[src/design/pdf_pkg.sv]
package pdf_pkg;

	localparam int COORD_BITS_DEF  = 24;
	localparam int LENGTH_BITS_DEF = 40;
	localparam int QUEUE_DEPTH     = 4;
	localparam int DEGREE_BITS     = 8;

	typedef struct packed {
		logic first_pt;
		logic last_pt;
		logic deg_keep;
	} pdf_flags_t;

	localparam int FLAG_BITS = $bits(pdf_flags_t);

endpackage

[src/design/pdf_queue.sv]
module pdf_queue
	import pdf_pkg::*;
#(
	parameter int WIDTH = 51
) (
	input  logic             clk,
	input  logic             arst_n,
	input  logic             push,
	input  logic [WIDTH-1:0] push_data,
	input  logic             pop,
	output logic [WIDTH-1:0] head_data,
	output logic             full,
	output logic             empty
);

	localparam int PTR_BITS = $clog2(QUEUE_DEPTH);
	localparam int CNT_BITS = $clog2(QUEUE_DEPTH + 1);

	logic [WIDTH-1:0]    mem_q [QUEUE_DEPTH];
	logic [PTR_BITS-1:0] wr_ptr_q;
	logic [PTR_BITS-1:0] rd_ptr_q;
	logic [CNT_BITS-1:0] count_q;

	assign full      = (count_q == CNT_BITS'(QUEUE_DEPTH));
	assign empty     = (count_q == '0);
	assign head_data = mem_q[rd_ptr_q];

	always_ff @(posedge clk) begin
		if (push) begin
			mem_q[wr_ptr_q] <= push_data;
		end
	end

	always_ff @(posedge clk or negedge arst_n) begin
		if (!arst_n) begin
			wr_ptr_q <= '0;
			rd_ptr_q <= '0;
			count_q  <= '0;
		end else begin
			if (push) begin
				wr_ptr_q <= wr_ptr_q + 1'b1;
			end
			if (pop) begin
				rd_ptr_q <= rd_ptr_q + 1'b1;
			end
			case ({push, pop})
				2'b10:   count_q <= count_q + 1'b1;
				2'b01:   count_q <= count_q - 1'b1;
				default: count_q <= count_q;
			endcase
		end
	end

`ifndef SYNTH
	a_count_bound: assert property (@(posedge clk) disable iff (!arst_n)
		count_q <= CNT_BITS'(QUEUE_DEPTH))
		else $error("queue count above depth");
	a_no_pop_empty: assert property (@(posedge clk) disable iff (!arst_n)
		!(pop && empty))
		else $error("pop from empty queue");
	a_no_push_full: assert property (@(posedge clk) disable iff (!arst_n)
		!(push && full && !pop))
		else $error("push into full queue");
`endif

endmodule

[src/design/pdf_front.sv]
module pdf_front
	import pdf_pkg::*;
#(
	parameter int COORD_BITS = COORD_BITS_DEF
) (
	input  logic                          clk,
	input  logic                          arst_n,
	input  logic                          in_valid,
	output logic                          in_stall,
	input  logic signed [COORD_BITS-1:0]  x_coord,
	input  logic signed [COORD_BITS-1:0]  y_coord,
	input  logic                          first_point,
	input  logic                          last_point,
	input  logic [DEGREE_BITS-1:0]        start_degree,
	input  logic [DEGREE_BITS-1:0]        end_degree,
	input  logic                          q_full,
	output logic                          q_push,
	output logic [2*COORD_BITS+FLAG_BITS-1:0] q_data
);

	logic [COORD_BITS-1:0] prev_x_q;
	logic [COORD_BITS-1:0] prev_y_q;
	logic [COORD_BITS:0]   diff_x;
	logic [COORD_BITS:0]   diff_y;
	logic [COORD_BITS:0]   abs_x;
	logic [COORD_BITS:0]   abs_y;
	pdf_flags_t            flags;

	assign in_stall = q_full;
	assign q_push   = in_valid && !in_stall;

	assign diff_x = {x_coord[COORD_BITS-1], x_coord} - {prev_x_q[COORD_BITS-1], prev_x_q};
	assign diff_y = {y_coord[COORD_BITS-1], y_coord} - {prev_y_q[COORD_BITS-1], prev_y_q};
	assign abs_x  = diff_x[COORD_BITS] ? (~diff_x + 1'b1) : diff_x;
	assign abs_y  = diff_y[COORD_BITS] ? (~diff_y + 1'b1) : diff_y;

	always_comb begin
		flags.first_pt = first_point;
		flags.last_pt  = last_point;
		flags.deg_keep = (start_degree > DEGREE_BITS'(1)) && (end_degree > DEGREE_BITS'(1));
	end

	assign q_data = {flags, abs_x[COORD_BITS-1:0], abs_y[COORD_BITS-1:0]};

	always_ff @(posedge clk or negedge arst_n) begin
		if (!arst_n) begin
			prev_x_q <= '0;
			prev_y_q <= '0;
		end else if (q_push) begin
			prev_x_q <= x_coord;
			prev_y_q <= y_coord;
		end
	end

endmodule

[src/design/pdf_back.sv]
module pdf_back
	import pdf_pkg::*;
#(
	parameter int COORD_BITS  = COORD_BITS_DEF,
	parameter int LENGTH_BITS = LENGTH_BITS_DEF
) (
	input  logic                          clk,
	input  logic                          arst_n,
	input  logic                          cfg_we,
	input  logic [LENGTH_BITS-1:0]        cfg_wdata,
	input  logic                          q_empty,
	input  logic [2*COORD_BITS+FLAG_BITS-1:0] q_data,
	output logic                          q_pop,
	output logic                          out_valid,
	input  logic                          out_stall,
	output logic                          keep,
	output logic [LENGTH_BITS-1:0]        total_length
);

	localparam int NP       = COORD_BITS + 1;
	localparam int PW       = 2 * NP;
	localparam int RW       = COORD_BITS + 3;
	localparam int CW       = $clog2(NP);
	localparam int SQ_BITS  = 2 * COORD_BITS;
	localparam int SEG_BITS = COORD_BITS + 1;
	localparam int EW       = ((LENGTH_BITS > SEG_BITS) ? LENGTH_BITS : SEG_BITS) + 1;

	typedef enum logic [5:0] {
		ST_IDLE = 6'b000001,
		ST_SQX  = 6'b000010,
		ST_SQY  = 6'b000100,
		ST_SUM  = 6'b001000,
		ST_ROOT = 6'b010000,
		ST_ACC  = 6'b100000
	} back_state_t;

	back_state_t            state_q;
	pdf_flags_t             flags_q;
	logic [COORD_BITS-1:0]  dx_q;
	logic [COORD_BITS-1:0]  dy_q;
	logic [SQ_BITS-1:0]     sqx_q;
	logic [SQ_BITS-1:0]     sqy_q;
	logic [PW-1:0]          sh_q;
	logic [RW-1:0]          rem_q;
	logic [SEG_BITS-1:0]    root_q;
	logic [CW-1:0]          cnt_q;
	logic [LENGTH_BITS-1:0] sum_q;
	logic [LENGTH_BITS-1:0] max_len_q;
	logic                   out_valid_q;
	logic                   keep_q;
	logic [LENGTH_BITS-1:0] total_q;

	logic [COORD_BITS-1:0]  mult_in;
	logic [SQ_BITS-1:0]     prod;
	logic [RW-1:0]          rem_cat;
	logic [RW-1:0]          trial;
	logic                   take;
	logic [EW-1:0]          sum_ext;
	logic [EW-1:0]          lmax_ext;
	logic [LENGTH_BITS-1:0] new_sum;
	logic                   new_keep;
	logic                   acc_fire;
	pdf_flags_t             head_flags;

	assign head_flags = pdf_flags_t'(q_data[2*COORD_BITS +: FLAG_BITS]);
	assign q_pop      = (state_q == ST_IDLE) && !q_empty;

	assign mult_in = (state_q == ST_SQX) ? dx_q : dy_q;
	assign prod    = SQ_BITS'(mult_in) * SQ_BITS'(mult_in);

	assign rem_cat = {rem_q[RW-3:0], sh_q[PW-1 -: 2]};
	assign trial   = {root_q, 2'b01};
	assign take    = (rem_cat >= trial);

	assign sum_ext  = EW'(sum_q) + EW'(root_q);
	assign lmax_ext = EW'({LENGTH_BITS{1'b1}});

	always_comb begin
		if (flags_q.first_pt) begin
			new_sum = '0;
		end else if (sum_ext > lmax_ext) begin
			new_sum = '1;
		end else begin
			new_sum = sum_ext[LENGTH_BITS-1:0];
		end
		new_keep = flags_q.deg_keep || ((max_len_q != '0) && (new_sum > max_len_q));
	end

	assign acc_fire = (state_q == ST_ACC) &&
		(!flags_q.last_pt || !out_valid_q || !out_stall);

	always_ff @(posedge clk) begin
		unique case (state_q)
			ST_IDLE: begin
				if (q_pop) begin
					flags_q <= head_flags;
					dx_q    <= q_data[COORD_BITS +: COORD_BITS];
					dy_q    <= q_data[0 +: COORD_BITS];
				end
			end
			ST_SQX: begin
				sqx_q <= prod;
			end
			ST_SQY: begin
				sqy_q <= prod;
			end
			ST_SUM: begin
				sh_q   <= PW'(sqx_q) + PW'(sqy_q);
				rem_q  <= '0;
				root_q <= '0;
				cnt_q  <= '0;
			end
			ST_ROOT: begin
				sh_q  <= sh_q << 2;
				cnt_q <= cnt_q + 1'b1;
				if (take) begin
					rem_q  <= rem_cat - trial;
					root_q <= {root_q[SEG_BITS-2:0], 1'b1};
				end else begin
					rem_q  <= rem_cat;
					root_q <= {root_q[SEG_BITS-2:0], 1'b0};
				end
			end
			ST_ACC: begin
				if (acc_fire && flags_q.last_pt) begin
					keep_q  <= new_keep;
					total_q <= new_sum;
				end
			end
			default: begin
			end
		endcase
	end

	always_ff @(posedge clk or negedge arst_n) begin
		if (!arst_n) begin
			state_q     <= ST_IDLE;
			sum_q       <= '0;
			max_len_q   <= '0;
			out_valid_q <= 1'b0;
		end else begin
			if (cfg_we) begin
				max_len_q <= cfg_wdata;
			end
			if (acc_fire && flags_q.last_pt) begin
				out_valid_q <= 1'b1;
			end else if (!out_stall) begin
				out_valid_q <= 1'b0;
			end
			unique case (state_q)
				ST_IDLE: begin
					if (q_pop) begin
						state_q <= head_flags.first_pt ? ST_ACC : ST_SQX;
					end
				end
				ST_SQX:  state_q <= ST_SQY;
				ST_SQY:  state_q <= ST_SUM;
				ST_SUM:  state_q <= ST_ROOT;
				ST_ROOT: begin
					if (cnt_q == CW'(NP - 1)) begin
						state_q <= ST_ACC;
					end
				end
				ST_ACC: begin
					if (acc_fire) begin
						sum_q   <= new_sum;
						state_q <= ST_IDLE;
					end
				end
				default: state_q <= ST_IDLE;
			endcase
		end
	end

	assign out_valid    = out_valid_q;
	assign keep         = keep_q;
	assign total_length = total_q;

`ifndef SYNTH
	a_first_clears: assert property (@(posedge clk) disable iff (!arst_n)
		(acc_fire && flags_q.first_pt) |=> (sum_q == '0))
		else $error("first vertex did not clear the length");
	a_sum_grows: assert property (@(posedge clk) disable iff (!arst_n)
		(acc_fire && !flags_q.first_pt) |=> (sum_q >= $past(sum_q)))
		else $error("length decreased within a polyline");
	a_root_ends: assert property (@(posedge clk) disable iff (!arst_n)
		(state_q == ST_ROOT && cnt_q == CW'(NP - 1)) |=> (state_q == ST_ACC))
		else $error("square root did not hand over");
`endif

endmodule

[src/design/polyline_dangle_filter_top.sv]
// channel   dir  handshake             payload
// in        in   in_valid / in_stall   x_coord y_coord first_point last_point
//                                      start_degree end_degree
// out       out  out_valid / out_stall keep total_length
// cfg       in   cfg_we                cfg_wdata (max_length)
//
// A segment vertex is squared, summed and put through the radix-4 square
// root (one bit per cycle), then added; a first vertex is only added.
// The front accepts one item per cycle until the 4-entry queue fills.
// arst_n clears the queue, previous vertex, length sum and max_length.
// out_stall only holds the back end when a new result meets a full output.
module polyline_dangle_filter_top
	import pdf_pkg::*;
#(
	parameter int COORD_BITS  = COORD_BITS_DEF,
	parameter int LENGTH_BITS = LENGTH_BITS_DEF
) (
	input  logic                         clk,
	input  logic                         arst_n,
	input  logic                         cfg_we,
	input  logic [LENGTH_BITS-1:0]       cfg_wdata,
	input  logic                         in_valid,
	output logic                         in_stall,
	input  logic signed [COORD_BITS-1:0] x_coord,
	input  logic signed [COORD_BITS-1:0] y_coord,
	input  logic                         first_point,
	input  logic                         last_point,
	input  logic [DEGREE_BITS-1:0]       start_degree,
	input  logic [DEGREE_BITS-1:0]       end_degree,
	output logic                         out_valid,
	input  logic                         out_stall,
	output logic                         keep,
	output logic [LENGTH_BITS-1:0]       total_length
);

	localparam int QW = 2 * COORD_BITS + FLAG_BITS;

	logic          q_push;
	logic          q_pop;
	logic          q_full;
	logic          q_empty;
	logic [QW-1:0] q_in;
	logic [QW-1:0] q_head;

	pdf_front #(
		.COORD_BITS(COORD_BITS)
	) u_front (
		.clk          (clk),
		.arst_n       (arst_n),
		.in_valid     (in_valid),
		.in_stall     (in_stall),
		.x_coord      (x_coord),
		.y_coord      (y_coord),
		.first_point  (first_point),
		.last_point   (last_point),
		.start_degree (start_degree),
		.end_degree   (end_degree),
		.q_full       (q_full),
		.q_push       (q_push),
		.q_data       (q_in)
	);

	pdf_queue #(
		.WIDTH(QW)
	) u_queue (
		.clk       (clk),
		.arst_n    (arst_n),
		.push      (q_push),
		.push_data (q_in),
		.pop       (q_pop),
		.head_data (q_head),
		.full      (q_full),
		.empty     (q_empty)
	);

	pdf_back #(
		.COORD_BITS  (COORD_BITS),
		.LENGTH_BITS (LENGTH_BITS)
	) u_back (
		.clk          (clk),
		.arst_n       (arst_n),
		.cfg_we       (cfg_we),
		.cfg_wdata    (cfg_wdata),
		.q_empty      (q_empty),
		.q_data       (q_head),
		.q_pop        (q_pop),
		.out_valid    (out_valid),
		.out_stall    (out_stall),
		.keep         (keep),
		.total_length (total_length)
	);

endmodule

[config.mk]
export PLATFORM = sky130hd
export DESIGN_NAME = polyline_dangle_filter_top
export DESIGN_NICKNAME = d
export VERILOG_FILES = /design/src/design/pdf_pkg.sv /design/src/design/pdf_queue.sv /design/src/design/pdf_front.sv /design/src/design/pdf_back.sv /design/src/design/polyline_dangle_filter_top.sv
export SDC_FILE = /design/constraint.sdc
export NUM_CORES = 2
export LEC_CHECK = 0
export BUFFER_PORTS_ARGS = -buffer_cell sky130_fd_sc_hd__buf_2
export CAP_MARGIN = 20
export CORE_UTILIZATION = 30
export CTS_CLUSTER_SIZE = 20
export DETAILED_ROUTE_END_ITERATION = 16
export PLACE_DENSITY = 0.47
export SLEW_MARGIN = 0
export SYNTH_ARGS = -nofsm -noshare
export SYNTH_HDL_FRONTEND = slang
export SYNTH_SLANG_ARGS = --single-unit
[constraint.sdc]
create_clock -name clk -period 20.1 [get_ports clk]
set_clock_uncertainty 0.1 [all_clocks]
set_input_delay 3.015 -clock clk [delete_from_list [all_inputs] [get_ports clk]]
set_output_delay 3.015 -clock clk [all_outputs]
set_load 0.01 [all_outputs]
Word-level counts from Yosys, hierarchy flattened. Memory sizes are Yosys's and may differ from the RTL's. Cells that the tools add are included.

$add $sub $neg: 12. $mul: 1. Bitwise gates (word level): 2. Mux-type cells: 21. $lt $le $gt $ge: 5. Equality and inequality tests: 14. Reduce and logical (&&, ||, !) cells: 22.

Operators with widths (count): 25-bit one-hot mux with 2 select lines (2); 50-bit one-hot mux with 2 select lines (1); 40-bit two-way mux (2); 24-bit two-way mux (3); 24-bit by 24-bit subtractor with 25-bit output (2); 48-bit by 48-bit adder with 49-bit output (1); 24-bit by 1-bit adder with 24-bit output, second input constant (2); 24-bit by 24-bit multiplier with 48-bit output (1); 24-bit inverter (2); 40-bit by 25-bit adder with 41-bit output (1); 41-bit by 40-bit greater-than comparator with 1-bit output, second input constant (1); 40-bit greater-than comparator (1); 40-bit nonzero test (1); 6-bit one-hot mux with 6 select lines (1); 27-bit >= comparator (1); 25-bit two-way mux (1); 25-bit subtractor (1); 6-bit two-way mux (4); 8-bit by 1-bit greater-than comparator with 1-bit output, second input constant (2); 5-bit one-hot mux with 2 select lines (1); 6-bit by 1-bit == test with 1-bit output, second input constant (1); 6-bit by 2-bit == test with 1-bit output, second input constant (1); 6-bit by 3-bit == test with 1-bit output, second input constant (1); 6-bit by 4-bit == test with 1-bit output, second input constant (1); other kinds (21) (42).

Flip-flop bits (word level): 435. Bits in writable memories: 204. Word-level logic and storage cells: 100. Input port bits: 111. Output and inout port bits: 43. Memories kept: 1.

Memory list: u_queue.mem_q (depth 4, width 51, read ports 1, clocked after Yosys merged registers in 0, write ports 1, RTL line pdf_queue.sv:19) `logic [WIDTH-1:0] mem_q [QUEUE_DEPTH];`.

Depth between registers and ports, before layout.
Depth in word-level cells: 7. Depth in mapped cells: 34.

Cells and area by module. A second synthesis with hierarchy kept.

Cells, all modules: 4584. Area total of the unflattened synthesis: 49109.6 um^2.

Modules (own cells, without submodules): pdf_back (area an instance 35863.1 um^2, times used 1, seq. area each 10916.7 um^2, cells an instance 3582); pdf_queue (area an instance 7820.0 um^2, times used 1, seq. area each 6301.0 um^2, cells an instance 304); pdf_front (area an instance 5426.5 um^2, times used 1, seq. area each 1201.2 um^2, cells an instance 698).

Least setup slack after synthesis. No wires, ideal clock.

Path kind: reg-to-reg. Start point: reg u_back.state_q[3]. End point: reg u_back.sqx_q[46] (data pin). Data arrival time: 9.516 ns. Cell stages (with the launch flop): 34. Slack: 10.221 ns. Buffers on the path: 2. Required time: 19.738 ns. Path through: dfrtp_1 -> nor4_1 -> nand3b_1 -> inv_1 -> clkbuf_1 -> nand2_1 -> nand2_1 -> clkbuf_1 -> nand2_1 -> fa_1 -> inv_1 -> fa_1 -> inv_1 -> fa_1 -> inv_1 -> fa_1 -> inv_1 -> fa_1 -> inv_1 -> fa_1 -> inv_1 -> fa_1 -> inv_1 -> ha_1 -> o21ai_0 -> a21oi_1 -> o311ai_0 -> a21oi_1 -> nor3_1 -> a21oi_1 -> a31oi_1 -> o311ai_0 -> a21oi_1 -> xnor2_1.

Word-level cells in the longest chain between the ends: 3.

Ends and longest elaborated chain: start: declaration (RTL line pdf_back.sv:37) `back_state_t state_q;`; start signal: assignment (RTL line pdf_back.sv:153) `state_q <= head_flags.first_pt ? ST_ACC : ST_SQX;`; 6-bit by 2-bit == test with 1-bit output (RTL line pdf_back.sv:68) `assign mult_in = (state_q == ST_SQX) ? dx_q : dy_q;`; 24-bit two-way mux (RTL line pdf_back.sv:68); 24-bit by 24-bit multiplier with 48-bit output (RTL line pdf_back.sv:69) `assign prod = SQ_BITS'(mult_in) * SQ_BITS'(mult_in);`; net u_back.prod[46] (RTL line pdf_back.sv:54) `logic [SQ_BITS-1:0] prod;`; end signal: assignment (RTL line pdf_back.sv:102) `sqx_q <= prod;`; end: declaration (RTL line pdf_back.sv:41) `logic [SQ_BITS-1:0] sqx_q;`.

The timed path passes the listed nets, and every way through them passes these cells. A chain may end at the register's enable or synchronous reset.

Worst setup path after layout. Ends and elaborated chain as after synthesis.

==> results by group <==
Critical path
  • CP Max Fanout: 57
  • CP max-delay cell: buf_4
  • Worst r2r src: u_back.state_q[3]$_DFFE_PN0P_
  • Reg2Reg Setup Slack: a little under 9 ns
  • Crit path DAT: about 12 ns
  • RR Endpoint: u_back.sqx_q[46]$_DFFE_PP_
  • CP Capture Type: flip-flop
  • Worst path most repeated cell: fa_1
  • Startpoint Class: flip-flop
  • Max stage delay on crit path: around 0.65 ns
  • Worst reg2reg path depth: 31
  • CP required: a little over 20 ns
  • Crit Path Category: flip-flop to flip-flop

Global route
  • GR Util All Layers: around 15%
  • Initial antenna violation count: 1
  • Largest net degree at the start of global routing: 80
  • Global route overflow: 0
  • Vias in the first global route: ~34000
  • First-pass GRT wire length: 192 mm

Min path
  • Worst hold path class: flip-flop to flip-flop
  • Hold Crit Endpoint: u_back.sum_q[15]$_DFFE_PN0P_
  • Hold Crit Depth: 2
  • Hold path start: u_back.sum_q[15]$_DFFE_PN0P_

Finish
  • Share of cells above drive strength 1: 10.1%
  • N_diodes: 0
  • Reg area: 0.0184 mm^2
  • Area occupied by multi-input gates: ~0.027 mm^2
  • Total Nets Final: 5636
  • Synth-to-Final Area Change: 12.0%
  • FILL cells: between 15000 and 20000

Placement
  • DP Wirelength: around 91 mm
  • Routability congestion estimate: 0.843
  • IO buf count: around 150

Synth
  • Leading area contributor after synthesis: edfxtp_1
  • Synthesis warning total: 0
  • Asr flop ratio synth: 22.3%
  • Ranking of synthesized cells by area: edfxtp_1, fa_1, ha_1
  • Post-synthesis instance total: between 4000 and 5000
  • Mapped Area: ~0.05 mm^2
  • Unique masters post-synth: slightly above 90
  • Syn_nets: 5501
  • Most used DFF post-synth: edfxtp_1
  • Syn Area/Cell: ~11 um^2
  • Number of synthesized flops with an enable pin: between 400 and 500
  • Seq cells post-synth: ~640
  • Post-synth top area share: 30.3%
  • Post-synthesis sequential area ratio: 37.5%

Timing
  • Setup violators final: 0
  • Worst Tran Pin Value: 1.05 ns
  • Slew Limit Fails: 0
  • Fmax: ~89 MHz
  • Post-layout min period: around 11 ns
  • RSZ-0062 raised after global routing: false
  • Total Neg Setup Slack: 0 ns
  • Final hold viol count: 0
  • Tcrit/Tclk final: a little under three fifths
  • Headroom to the max-slew limit: 29.5%

Clock tree
  • Clk sinks: between 600 and 700
  • Clock Tree Buf Depth: 3
  • TritonCTS buffer count: 75
  • Setup Buffers After CTS: 0
  • CTS tree: done
  • Clock Latency Late Sink: a little under 0.7 ns
  • H-tree depth: 3
  • Hold_buf cts: 0
  • Worst-path clk slew: ~0.060 ns
  • Clock root cell: clkbuf_16
  • CTS resizes: 0

Floorplan
  • Core area: ~0.16 mm^2
  • Initial core utilization: a little under a third
  • Rows: roughly 150
  • Die area: between 0.15 and 0.2 mm^2
  • Die Y: ~410 um
  • Die Width: around 410 um
  • I/O pins: between 150 and 200

Route
  • Number of remaining DRC errors: 0
  • Mean number of vias per cell: approximately 4.7
  • Total wire length: between 100 and 150 mm
  • Detailed-router iteration count before antenna repair: 5
  • DR WL/cell: approximately 17 um
  • Via count: ~32000
  • Post-DRT Antenna Nets: 0
  • First DRT Iteration DRCs: approximately 1800

Job
  • Max Cap Violations: 0

Run status
  • Status: finished, final reports clean
critical path: cells and delay by family, from the launching register on:
family          cells  cell delay, ns
flops               1            0.42
simple gates        6            2.36
fa+ha+maj           8            3.75
buf+inv             7            1.86
compound gates      9            2.28
xor+xnor            1            0.11
cells by family after synthesis:
kind of cell	count (synthesis)	synth area share (%)
flip-flops	637	37.5
adder cells (fa/ha/maj)	801	27.1
multiplexers	143	4.36
XOR/XNOR	229	4.08
buffers and inverters	922	7.10
AND/OR/NAND/NOR	1089	9.97
AO/OA/AOI/OAI	768	9.93
per-stage QoR:
stage | hold WS, ns | instance area (um^2) | setup slack (ns) | instances | util (%)
finish | 0.388 | 55000 | 8.90 | 6959 | 33.8
global route | 0.409 | 55000 | 7.90 | 6959 | 33.8
CTS | 0.393 | 55000 | 8.66 | 6958 | 33.8
detailed placement | 0.378 | 52500 | 8.71 | 6821 | 32.3
global placement | 0.372 | 52500 | 8.68 | 6821 | 32.3
floorplan | 0.354 | 49100 | 10.22 | 4589 | -
flip-flops by register name, summed over array words and instances (netlist names), 40 cells and up:
name / cells
u_queue.mem_q: 204
u_back.sh_q: 50
u_back.sqx_q: 47
u_back.sqy_q: 47
u_back.max_len_q: 40
u_back.sum_q: 40
u_back.total_length: 40
worst max-delay path by stage:
stage | start | to | slack, ns
finish | u_back.state_q[3]$_DFFE_PN0P_ | u_back.sqx_q[46]$_DFFE_PP_ | 8.90
CTS | u_back.state_q[3]$_DFFE_PN0P_ | u_back.sqx_q[46]$_DFFE_PP_ | 8.66
floorplan | u_back.state_q[3]$_DFFE_PN0P_ | u_back.sqx_q[46]$_DFFE_PP_ | 10.22
global placement | u_back.state_q[3]$_DFFE_PN0P_ | u_back.sqx_q[46]$_DFFE_PP_ | 8.68
global route | u_back.state_q[3]$_DFFE_PN0P_ | u_back.sqy_q[46]$_DFFE_PP_ | 7.90
detailed placement | u_back.state_q[3]$_DFFE_PN0P_ | u_back.sqx_q[46]$_DFFE_PP_ | 8.71
cell usage after synthesis (all sizes together) (6+ instances only):
| library cell | instances |
|---|---|
| o2111ai | 7 |
| a211oi | 23 |
| o31ai | 15 |
| o211ai | 11 |
| nand2 | 376 |
| buf | 19 |
| o21a | 37 |
| a31o | 8 |
| dfrtp | 141 |
| o21bai | 23 |
| and3 | 43 |
| mux2 | 57 |
| nand2b | 26 |
| or2 | 10 |
| xnor2 | 151 |
| mux4 | 51 |
| o21ai | 191 |
| nand3b | 9 |
| clkbuf | 122 |
| a21oi | 231 |
| a221oi | 8 |
| and2 | 22 |
| nor4 | 23 |
| mux2i | 35 |
| ha | 364 |
| a31oi | 35 |
| xor2 | 78 |
| inv | 778 |
| nor3 | 46 |
| nand3 | 54 |
| a2111oi | 6 |
| a21o | 106 |
| a211o | 6 |
| a41oi | 8 |
| edfxtp | 495 |
| nor2 | 380 |
| nor2b | 26 |
| fa | 437 |
| nand4 | 37 |
| or3 | 16 |
layout make-up:
class | instances | share of cell area, %
inverter | 781 | 5.33
clock inverter | 44 | 0.953
clock buffer | 93 | 3.63
sequential | 637 | 33.5
multi-input combinational | 3030 | 49.6
tap | 2175 | 4.95
timing repair buffer | 199 | 2.06
cell usage in the layout (no fill, tap or decap), drive strengths merged, types with 43 or more instances in the layout:
master,instances
inv,781
edfxtp,495
fa,437
nor2,380
nand2,376
ha,364
a21oi,231
buf,199
o21ai,191
xnor2,151
dfrtp,141
a21o,106
clkbuf,93
xor2,78
mux2,57
nand3,54
mux4,51
nor3,46
and3,43
layer usage:
layer	track usage [%]	vias up	share of wire [%]
li1	-	15700	-
met2	24.3	511	47
met1	20.2	16000	47
met4	3.86	0	2.0
met5	0	-	0
met3	1.96	124	3.8
Power is left out: the tool's default activity adds up to more than one toggle a clock period on the data nets, which glitch-free logic cannot reach.
